<file path="config.mk">
export PLATFORM = sky130hd
export DESIGN_NAME = char_lcd_bus_sequencer
export DESIGN_NICKNAME = d
export VERILOG_FILES = /design/src/rtl/clbs_pkg.sv /design/src/rtl/clbs_seq.sv /design/src/rtl/clbs_out_buf.sv /design/src/rtl/char_lcd_bus_sequencer.sv
export SDC_FILE = /design/constraint.sdc
export NUM_CORES = 1
export LEC_CHECK = 0
export BUFFER_PORTS_ARGS = -buffer_cell sky130_fd_sc_hd__buf_2
export CAP_MARGIN = 10
export CORE_MARGIN = 3
export CORE_UTILIZATION = 24
export DETAILED_ROUTE_END_ITERATION = 16
export GPL_TIMING_DRIVEN = 0
export PLACE_DENSITY_LB_ADDON = 0.3
export SETUP_SLACK_MARGIN = 0.5
export SLEW_MARGIN = 20
export SYNTH_ARGS = -nofsm -noshare
export SYNTH_HDL_FRONTEND = slang
export SYNTH_SLANG_ARGS = --single-unit
</file>
<file path="constraint.sdc">
create_clock -name clk -period 1.99 [get_ports clk]
set_input_delay 0.2985 -clock clk [delete_from_list [all_inputs] [get_ports clk]]
set_output_delay 0.2985 -clock clk [all_outputs]
set_load 0.02 [all_outputs]
</file>
<file path="src/rtl/clbs_pkg.sv">
// shared types and constants for the character lcd bus sequencer
`timescale 1ns / 1ps

package clbs_pkg;

  localparam int OP_W      = 3;
  localparam int BYTE_W    = 8;
  localparam int COL_W     = 5;
  localparam int CFG_IDX_W = 2;

  localparam logic [OP_W-1:0] OP_TICK   = 3'd0;
  localparam logic [OP_W-1:0] OP_INIT   = 3'd1;
  localparam logic [OP_W-1:0] OP_CMD    = 3'd2;
  localparam logic [OP_W-1:0] OP_CHAR   = 3'd3;
  localparam logic [OP_W-1:0] OP_CURSOR = 3'd4;

  localparam logic [CFG_IDX_W-1:0] CFG_FOUR_BIT = 2'd0;
  localparam logic [CFG_IDX_W-1:0] CFG_DISPLAY  = 2'd1;
  localparam logic [CFG_IDX_W-1:0] CFG_ENTRY    = 2'd2;

  localparam logic              FOUR_BIT_RESET = 1'b1;
  localparam logic [BYTE_W-1:0] DISPLAY_RESET  = 8'h0C;
  localparam logic [BYTE_W-1:0] ENTRY_RESET    = 8'h06;

  localparam logic [BYTE_W-1:0] CMD_FSET_8 = 8'h38;
  localparam logic [BYTE_W-1:0] CMD_FSET_4 = 8'h28;
  localparam logic [BYTE_W-1:0] CMD_CLEAR  = 8'h01;
  localparam logic [BYTE_W-1:0] ROW0_BASE  = 8'h80;
  localparam logic [BYTE_W-1:0] ROW1_BASE  = 8'hC0;
  localparam logic [BYTE_W-1:0] HI_NIBBLE  = 8'hF0;

  typedef struct packed {
    logic              rs_pin;
    logic              en_pin;
    logic [BYTE_W-1:0] data_pins;
    logic              busy_res;
    logic              rejected;
  } result_t;

endpackage

</file>
<file path="src/rtl/clbs_seq.sv">
// pin sequencer state, configuration registers and per-item result logic
`timescale 1ns / 1ps

module clbs_seq (
  input  logic                           clk,
  input  logic                           rst,
  input  logic                           cfg_wen,
  input  logic [clbs_pkg::CFG_IDX_W-1:0] cfg_index,
  input  logic [clbs_pkg::BYTE_W-1:0]    cfg_data,
  input  logic                           fire,
  input  logic [clbs_pkg::OP_W-1:0]      op,
  input  logic [clbs_pkg::BYTE_W-1:0]    value,
  input  logic                           row,
  input  logic [clbs_pkg::COL_W-1:0]     column,
  output clbs_pkg::result_t              result
);
  import clbs_pkg::*;

  typedef enum logic [3:0] {
    ST_IDLE, ST_RS, ST_PUT_HI, ST_EN_HI, ST_EN_LO, ST_PUT_LO, ST_EN_HI2,
    ST_EN_LO2, ST_PRE_RS, ST_PRE_PUT, ST_PRE_EN_HI, ST_PRE_EN_LO, ST_GAP
  } step_t;

  logic              four_bit_mode;
  logic [BYTE_W-1:0] display_setting;
  logic [BYTE_W-1:0] entry_setting;

  step_t             seq_step, seq_step_next;
  logic [2:0]        init_stage, init_stage_next;
  logic [1:0]        wait_left, wait_left_next;
  logic [BYTE_W-1:0] held_byte, held_byte_next;
  logic              held_rs, held_rs_next;
  logic              rs, rs_next;
  logic              en, en_next;
  logic [BYTE_W-1:0] data, data_next;
  logic              rej;
  logic [BYTE_W-1:0] cursor_cmd;
  logic [BYTE_W-1:0] row_base;

  assign row_base   = row ? ROW1_BASE : ROW0_BASE;
  assign cursor_cmd = row_base + {{(BYTE_W-COL_W){1'b0}}, column} - 8'd1;

  always_comb begin
    seq_step_next   = seq_step;
    init_stage_next = init_stage;
    wait_left_next  = wait_left;
    held_byte_next  = held_byte;
    held_rs_next    = held_rs;
    rs_next         = rs;
    en_next         = en;
    data_next       = data;
    rej             = 1'b0;
    if (op == OP_TICK) begin
      if (seq_step == ST_IDLE) begin
        seq_step_next = ST_IDLE;
      end else if (wait_left != 2'd0) begin
        wait_left_next = wait_left - 2'd1;
      end else begin
        case (seq_step)
          ST_RS: begin
            rs_next       = held_rs;
            seq_step_next = ST_PUT_HI;
          end
          ST_PUT_HI: begin
            data_next     = four_bit_mode ? (held_byte & HI_NIBBLE) : held_byte;
            seq_step_next = ST_EN_HI;
          end
          ST_EN_HI: begin
            en_next       = 1'b1;
            seq_step_next = ST_EN_LO;
          end
          ST_EN_LO, ST_EN_LO2: begin
            en_next = 1'b0;
            if (four_bit_mode && seq_step == ST_EN_LO) begin
              seq_step_next = ST_PUT_LO;
            end else if (init_stage == 3'd0) begin
              seq_step_next = ST_IDLE;
            end else begin
              seq_step_next  = ST_GAP;
              wait_left_next = (init_stage == 3'd4) ? 2'd1 : 2'd0;
            end
          end
          ST_PUT_LO: begin
            data_next     = {held_byte[3:0], 4'h0};
            seq_step_next = ST_EN_HI2;
          end
          ST_EN_HI2: begin
            en_next       = 1'b1;
            seq_step_next = ST_EN_LO2;
          end
          ST_PRE_RS: begin
            rs_next       = 1'b0;
            seq_step_next = ST_PRE_PUT;
          end
          ST_PRE_PUT: begin
            data_next     = CMD_FSET_4 & HI_NIBBLE;
            seq_step_next = ST_PRE_EN_HI;
          end
          ST_PRE_EN_HI: begin
            en_next       = 1'b1;
            seq_step_next = ST_PRE_EN_LO;
          end
          ST_PRE_EN_LO: begin
            en_next       = 1'b0;
            seq_step_next = ST_RS;
          end
          ST_GAP: begin
            held_rs_next = 1'b0;
            case (init_stage)
              3'd1: begin
                init_stage_next = 3'd2;
                if (four_bit_mode) begin
                  held_byte_next = CMD_FSET_4;
                  seq_step_next  = ST_PRE_RS;
                end else begin
                  held_byte_next = CMD_FSET_8;
                  seq_step_next  = ST_RS;
                end
              end
              3'd2: begin
                init_stage_next = 3'd3;
                held_byte_next  = display_setting;
                seq_step_next   = ST_RS;
              end
              3'd3: begin
                init_stage_next = 3'd4;
                held_byte_next  = CMD_CLEAR;
                seq_step_next   = ST_RS;
              end
              3'd4: begin
                init_stage_next = 3'd5;
                held_byte_next  = entry_setting;
                seq_step_next   = ST_RS;
              end
              default: begin
                held_rs_next    = held_rs;
                init_stage_next = 3'd0;
                seq_step_next   = ST_IDLE;
              end
            endcase
          end
          default: begin
            seq_step_next   = ST_IDLE;
            init_stage_next = 3'd0;
          end
        endcase
      end
    end else if (op == OP_INIT || op == OP_CMD || op == OP_CHAR || op == OP_CURSOR) begin
      if (seq_step != ST_IDLE) begin
        rej = 1'b1;
      end else begin
        wait_left_next  = 2'd0;
        init_stage_next = 3'd0;
        seq_step_next   = ST_RS;
        case (op)
          OP_INIT: begin
            init_stage_next = 3'd1;
            seq_step_next   = ST_GAP;
            wait_left_next  = 2'd1;
          end
          OP_CMD: begin
            held_byte_next = value;
            held_rs_next   = 1'b0;
          end
          OP_CHAR: begin
            held_byte_next = value;
            held_rs_next   = 1'b1;
          end
          default: begin
            held_byte_next = cursor_cmd;
            held_rs_next   = 1'b0;
          end
        endcase
      end
    end
  end

  always_comb begin
    result.rs_pin    = rs_next;
    result.en_pin    = en_next;
    result.data_pins = four_bit_mode ? (data_next & HI_NIBBLE) : data_next;
    result.busy_res  = (seq_step_next != ST_IDLE);
    result.rejected  = rej;
  end

  always_ff @(posedge clk) begin
    if (rst) begin
      four_bit_mode   <= FOUR_BIT_RESET;
      display_setting <= DISPLAY_RESET;
      entry_setting   <= ENTRY_RESET;
      seq_step        <= ST_IDLE;
      init_stage      <= 3'd0;
      wait_left       <= 2'd0;
      held_byte       <= '0;
      held_rs         <= 1'b0;
      rs              <= 1'b0;
      en              <= 1'b0;
      data            <= '0;
    end else begin
      if (cfg_wen) begin
        case (cfg_index)
          CFG_FOUR_BIT: four_bit_mode   <= cfg_data[0];
          CFG_DISPLAY:  display_setting <= cfg_data;
          CFG_ENTRY:    entry_setting   <= cfg_data;
          default:      four_bit_mode   <= four_bit_mode;
        endcase
      end
      if (fire) begin
        seq_step   <= seq_step_next;
        init_stage <= init_stage_next;
        wait_left  <= wait_left_next;
        held_byte  <= held_byte_next;
        held_rs    <= held_rs_next;
        rs         <= rs_next;
        en         <= en_next;
        data       <= data_next;
      end
    end
  end

endmodule

</file>
<file path="src/rtl/clbs_out_buf.sv">
// two-entry result buffer between the sequencer and the output channel
`timescale 1ns / 1ps

module clbs_out_buf (
  input  logic              clk,
  input  logic              rst,
  input  logic              push,
  input  clbs_pkg::result_t push_data,
  output logic              has_room,
  output logic              out_valid,
  input  logic              out_ready,
  output clbs_pkg::result_t head,
  output logic [1:0]        fill
);
  import clbs_pkg::*;

  result_t    slot0;
  result_t    slot1;
  logic [1:0] count;
  logic       pop;

  assign pop       = out_valid && out_ready;
  assign out_valid = (count != 2'd0);
  assign has_room  = (count != 2'd2);
  assign head      = slot0;
  assign fill      = count;

  always_ff @(posedge clk) begin
    if (rst) begin
      count <= 2'd0;
    end else begin
      case (count)
        2'd0: begin
          if (push) begin
            count <= 2'd1;
          end
        end
        2'd1: begin
          if (push && !pop) begin
            count <= 2'd2;
          end else if (!push && pop) begin
            count <= 2'd0;
          end
        end
        2'd2: begin
          if (pop) begin
            count <= 2'd1;
          end
        end
        default: count <= 2'd0;
      endcase
    end
  end

  always_ff @(posedge clk) begin
    case (count)
      2'd0: begin
        if (push) begin
          slot0 <= push_data;
        end
      end
      2'd1: begin
        if (push && pop) begin
          slot0 <= push_data;
        end else if (push) begin
          slot1 <= push_data;
        end
      end
      2'd2: begin
        if (pop) begin
          slot0 <= slot1;
        end
      end
      default: slot0 <= slot0;
    endcase
  end

endmodule

</file>
<file path="src/rtl/char_lcd_bus_sequencer.sv">
// top level of the character lcd bus sequencer
// usage:
//   input channel (in_valid/in_ready) carries one item: op, value, row, column.
//   op 0 is a 1 ms tick that advances the pin sequence one step; ops 1 to 4
//   load an init, command, character or set-cursor sequence when idle and are
//   flagged rejected when a sequence is still running.
//   output channel (out_valid/out_ready) gives one item per input item: the
//   rs, en and data pin levels after that item, busy and rejected flags.
//   configuration: cfg_wen writes cfg_data into register cfg_index
//   (0 four_bit_mode, 1 display_setting, 2 entry_setting); write only while
//   idle. settings take effect at once.
//   the result is registered in the result buffer and presented once earlier
//   results are taken. throughput: one item per cycle while in_ready is high.
//   a two-entry result buffer keeps in_ready high while one result waits;
//   when the receiver stalls and both entries are full, in_ready drops.
//   reset: pin registers low, sequencer idle, registers to 4-bit mode, display
//   setting 0x0c and entry setting 0x06; the buffer empties.
`timescale 1ns / 1ps

module char_lcd_bus_sequencer (
  input  logic                           clk,
  input  logic                           rst,
  input  logic                           cfg_wen,
  input  logic [clbs_pkg::CFG_IDX_W-1:0] cfg_index,
  input  logic [clbs_pkg::BYTE_W-1:0]    cfg_data,
  input  logic                           in_valid,
  output logic                           in_ready,
  input  logic [clbs_pkg::OP_W-1:0]      op,
  input  logic [clbs_pkg::BYTE_W-1:0]    value,
  input  logic                           row,
  input  logic [clbs_pkg::COL_W-1:0]     column,
  output logic                           out_valid,
  input  logic                           out_ready,
  output logic                           rs_pin,
  output logic                           en_pin,
  output logic [clbs_pkg::BYTE_W-1:0]    data_pins,
  output logic                           busy_res,
  output logic                           rejected
);
  import clbs_pkg::*;

  logic       fire;
  result_t    step_res;
  result_t    head;
  logic [1:0] fill;

  assign fire = in_valid && in_ready;

  clbs_seq u_seq (
    .clk       (clk),
    .rst       (rst),
    .cfg_wen   (cfg_wen),
    .cfg_index (cfg_index),
    .cfg_data  (cfg_data),
    .fire      (fire),
    .op        (op),
    .value     (value),
    .row       (row),
    .column    (column),
    .result    (step_res)
  );

  clbs_out_buf u_out_buf (
    .clk       (clk),
    .rst       (rst),
    .push      (fire),
    .push_data (step_res),
    .has_room  (in_ready),
    .out_valid (out_valid),
    .out_ready (out_ready),
    .head      (head),
    .fill      (fill)
  );

  assign rs_pin    = head.rs_pin;
  assign en_pin    = head.en_pin;
  assign data_pins = head.data_pins;
  assign busy_res  = head.busy_res;
  assign rejected  = head.rejected;

`ifndef NO_ASSERTIONS
  a_fill_range: assert property (@(posedge clk) disable iff (rst) fill != 2'd3)
    else $error("result buffer fill out of range");

  a_reject_busy: assert property (@(posedge clk) disable iff (rst)
    (fire && step_res.rejected) |-> step_res.busy_res)
    else $error("rejected item left the sequencer idle");

  a_stall_full: assert property (@(posedge clk) disable iff (rst)
    !in_ready |-> (out_valid && fill == 2'd2))
    else $error("input stalled without a full result buffer");

  a_push_shows: assert property (@(posedge clk) disable iff (rst)
    fire |=> out_valid)
    else $error("accepted item produced no result");
`endif

endmodule
</file>
# == After elaboration in Yosys (flattened, before gate mapping) ==
# Cells that the tools add are included.
# totals
ff_bits,71
input_bits,32
out_inout_bits,14
elab_cells,178
# op_classes
n_addsub,3
n_eq_ne,40
muxes,73
bitwise_logic,1
reduce_logical,39
# op_table
op,count
8-bit 2-to-1 mux,9
4-bit 2-to-1 mux,11
4-bit case mux with 11 select lines,1
12-bit 2-to-1 mux,3
12-bit case mux with 3 select lines,1
8-bit case mux with 4 select lines,1
2-bit 2-to-1 mux,12
8-bit case mux with 3 select lines,1
4-bit equality test (second input constant),5
1-bit 2-to-1 mux,19
4-bit by 3-bit equality test with 1-bit output (second input constant),4
8-bit case mux with 2 select lines,1
8-bit AND reduction,2
3-bit 2-to-1 mux,5
3-bit by 2-bit equality test with 1-bit output (second input constant),4
2-bit inequality test (second input constant),6
3-bit case mux with 4 select lines,1
11-bit OR reduction,1
2-bit by 1-bit inequality test with 1-bit output (second input constant),5
3-bit inequality test (second input constant),3
3-bit OR reduction,3
8-bit by 5-bit adder with 8-bit output,1
4-bit by 2-bit equality test with 1-bit output (second input constant),2
4-bit case mux with 2 select lines,1
31 further kinds,54

# == Logic depth before layout (Yosys ltp) ==
# logic_depth
word_depth,10
depth_mapped,9
mapped_depth_nobuf,7

# == Modules after synthesis ==
# A second synthesis with hierarchy kept.
# unflattened
hier_cells,421
hier_area_um2,3963.8
# by_module_without_submodules
module,instances,cells_per_inst,area_per_inst_um2,seq_area_each_um2
clbs_seq,1,362,2864.0,900.9
clbs_out_buf,1,58,1093.5,760.7
char_lcd_bus_sequencer,1,1,6.3,0.0

# == Worst setup path before layout ==
# No wires, ideal clock.
# synth_path
path_kind,input to register
start,in op[0] (netlist bit)
end,"reg u_out_buf.slot0 (netlist bit u_out_buf.head[6]), data pin"
setup_time_ns,0.260
arrival_ns,1.766
required_time_ns,1.730
slack_ns,-0.037
stages,6
path_buffers,1
cell_sequence,buf_6 > or3_4 > nor3_4 > o21ai_4 > mux2_4 > mux2_4
# synth_rtl
element,line_no,text
from (decl),char_lcd_bus_sequencer.sv:28,"input logic [clbs_pkg::OP_W-1:0] op,"
to (signal assigned),clbs_out_buf.sv:59,slot0 <= push_data;
to (signal assigned),clbs_out_buf.sv:64,slot0 <= push_data;
to (signal assigned),clbs_out_buf.sv:71,slot0 <= slot1;
to (decl),clbs_out_buf.sv:17,result_t slot0;

==> out/metrics.yaml <==
clock_network:
  cts-root-buf: "clkbuf_16"
  cts_inserted_buffers: 9
  cts_tree: "built"
  clk_pin_slew_ns: 0.06
  cts_sinks: 71
  cts_max_path_buffers: 2
  htree_levels: 3
  clk_latency_ns: 0.34
critical_path:
  crit_top_cell: "mux2_4"
  worst_setup_path_end_kind: "flip-flop"
  path_cells: "buf_8, xnor2_4, nor2_4, o21ai_4, mux2_4, mux2_4"
  crit_fanout: 8
  critPathRequiredTime_ns: 2.07
  rrSetupSlack_ns: 0.1
  crit_type: "flip-flop to flip-flop"
  cp.arrival_ns: 1.97
  slowest_delay_ns: 0.35
  crit_path_start_kind: "flip-flop"
  critical-path-slowest-cell: "mux2_4"
sta:
  setup_tns_ns: 0
  hold_violations: 0
  fmax_ghz: 0.529
  slew_violations: 0
  setup_slack_ns: 0.0999
  finalSetupViolCount: 0
  fin_crit_ns: 1.89
  tightest_slew_ns: 0.902
  finalClockSkew_ns: 0.00926
  slew-limit-headroom: 0.399
  rsz0062_at_grt: "yes"
  fin_crit_sh: 0.950
route:
  vias: 3423
  ant_nets: 0
  wire_per_inst_um: 15.7
  drc_errors: 0
  totalWireLength_mm: 11.3
  vias_per_cell: 4.73
  drtIter0Drc: 222
  firstDrtPassIters: 4
synth:
  ys_top_cells_by_count: "61 x nor2_1, 47 x dfxtp_1, 30 x nand2_1, 28 x a21oi_1, 24 x edfxtp_1"
  synth_area_mm2: 0.00390
  yosysTopAreaCell: "dfxtp_1"
  yosys-top-cells-area: "dfxtp_1 24%, edfxtp_1 18%, nor2_1 5.9%"
  synth_seq_cells: 71
  synth_most_common_cell: "nor2_1"
  synth_cell_type_count: 72
  synth.net_count: 446
  synthCells: 413
  ys_seq_area_frac: 0.426
  synth-edff-count: 24
  postSynthAreaPerCell_um2: 9.44
  synth_top_flop_cell: "dfxtp_1"
  async_flop_share: 0
  yosysWarnings: 0
  synth_top_area_share: 0.241
global_routing:
  grt_max_degree: 13
  grt-ovfl-total: 0
  antenna_found_initial: 0
  grt_util_all_layers: 0.124
  grt_pass1_vias: 3425
  grt_pass1_wl_mm: 17.9
die:
  fp.dieW_um: 133
  design.core.area_mm2: 0.0155
  num_rows: 45
  die_y_um: 133
  dieArea_mm2: 0.0178
  initial_utilization: 0.251
  pin_count: 46
pwr:
  leakage_nw: 2.14
  p_per_area_mw_per_mm2: 712
  power.total_w: 0.00400
  peakVddDrop_uv: 448
layout:
  drive_above_1_share: 0.445
  fin_util: 0.361
  diodes: 0
  nFillCells: 1603
  areaGrowthSynthToFinish_pct: 44.0
  fin_cells: 723
  nets: 540
status:
  outcome: "completed"
run:
  max_cap_violations: 0
hold_path:
  hold_class: "primary input to flip-flop"
place:
  dp_hpwl_mm: 7.65
  pre_cts_ws_ns: -0.296
  placed_cells: 667
  place.gp.congestion: 0.833
  numPortBuffers: 43
cells by family (layout without fill, tap and decap cells):
group / after synthesis / count (layout) / synth area share
and+or+nand+nor: 151 / 151 / 0.201
AOI/OAI and AO/OA: 116 / 117 / 0.223
DFF: 71 / 71 / 0.426
buffers and inverters: 42 / 140 / 0.0536
muxes: 29 / 29 / 0.0866
xor gates and xnor gates: 3 / 3 / 0.00674
adders and majority gates: 1 / 1 / 0.00321
registers in the layout, indices dropped and copies added (netlist names), 3 cells and up:
| signal | flops |
|---|---|
| u_out_buf.head | 12 |
| u_seq.data | 8 |
| u_seq.held_byte | 8 |
| u_seq.init_stage | 3 |
| u_seq.entry_setting | 8 |
| u_seq.seq_step | 4 |
| u_out_buf.slot1 | 12 |
| u_seq.display_setting | 8 |
placed cells by master (no fill, tap or decap), types with 12 or more instances in the layout:
cell       n
nor2_1    48
buf_2     41
dfxtp_1   38
nand2_1   27
buf_4     27
a21oi_1   24
edfxtp_1  24
buf_6     18
mux2i_1   14
o21ai_0   13
clkbuf_1  12
per-stage QoR:
step / instance area, µm² / hold WS (ns)
after floorplan: 3980 / 0.377
after global placement: 4460 / 0.442
after detailed placement: 4460 / 0.450
after CTS: 5220 / 0.174
after global routing: 5610 / 0.189
final: 5610 / 0.174
timing repair:
item | CTS | global route
hold buffers | 0 | 0
endpoints found under the hold margin | 0 | 0
resized for setup | 69 | 68
setup buffers | 24 | 13
cloned | 2 | 1
pin swaps | 29 | 14
setup endpoints to repair | 66 | 65
worst max-delay path: cells and delay by family, from the launching register on:
| family | cells | cell delay, ns |
|---|---|---|
| compound gates | 1 | 0.29 |
| xor+xnor | 1 | 0.22 |
| buf+inv | 1 | 0.14 |
| flops | 1 | 0.32 |
| mux | 2 | 0.60 |
| simple gates | 1 | 0.07 |
per-layer routing:
layer | vias up | share of wire | track usage
li1 | 1697 | - | -
met1 | 1642 | 0.48 | 0.166
met2 | 75 | 0.47 | 0.201
met3 | 9 | 0.038 | 0.0287
met4 | 0 | 0.0093 | 0.0343
met5 | - | 0 | 0
worst paths after layout:
check | startpoint | to | depth (start not counted)
setup / recovery | u_seq.seq_step[3]$_SDFFE_PP0P_ | u_out_buf.head[7]$_DFFE_PP_ | 6
hold / removal | out_ready | u_out_buf.fill[1]$_SDFFE_PP0P_ | 2
setup reg to reg | u_seq.seq_step[3]$_SDFFE_PP0P_ | u_out_buf.head[7]$_DFFE_PP_ | 6
hold reg to reg | u_seq.data[7]$_SDFFE_PP0P_ | u_seq.data[7]$_SDFFE_PP0P_ | 2
cell type report:
cell class              instances  area (µm²)  share of cell area
plain buffers                  31         272              0.0484
clock buffers                  11         243              0.0432
clock inverters                 5        56.3              0.0100
inverters                      11        46.3             0.00825
multi-input cells             301        2450               0.436
flip-flops and latches         71        1670               0.298
well taps                     211         264              0.0470
repair buffers                 82         614               0.109
power by group:
part / total (W) / switching (W) / internal [W]
Combinational: 0.000777 / 0.000413 / 0.000364
Sequential: 0.00160 / 0.0000394 / 0.00156
Clock: 0.00162 / 0.000615 / 0.00100
Total: 0.00400 / 0.00107 / 0.00293
(Power assumes the default switching activity.)
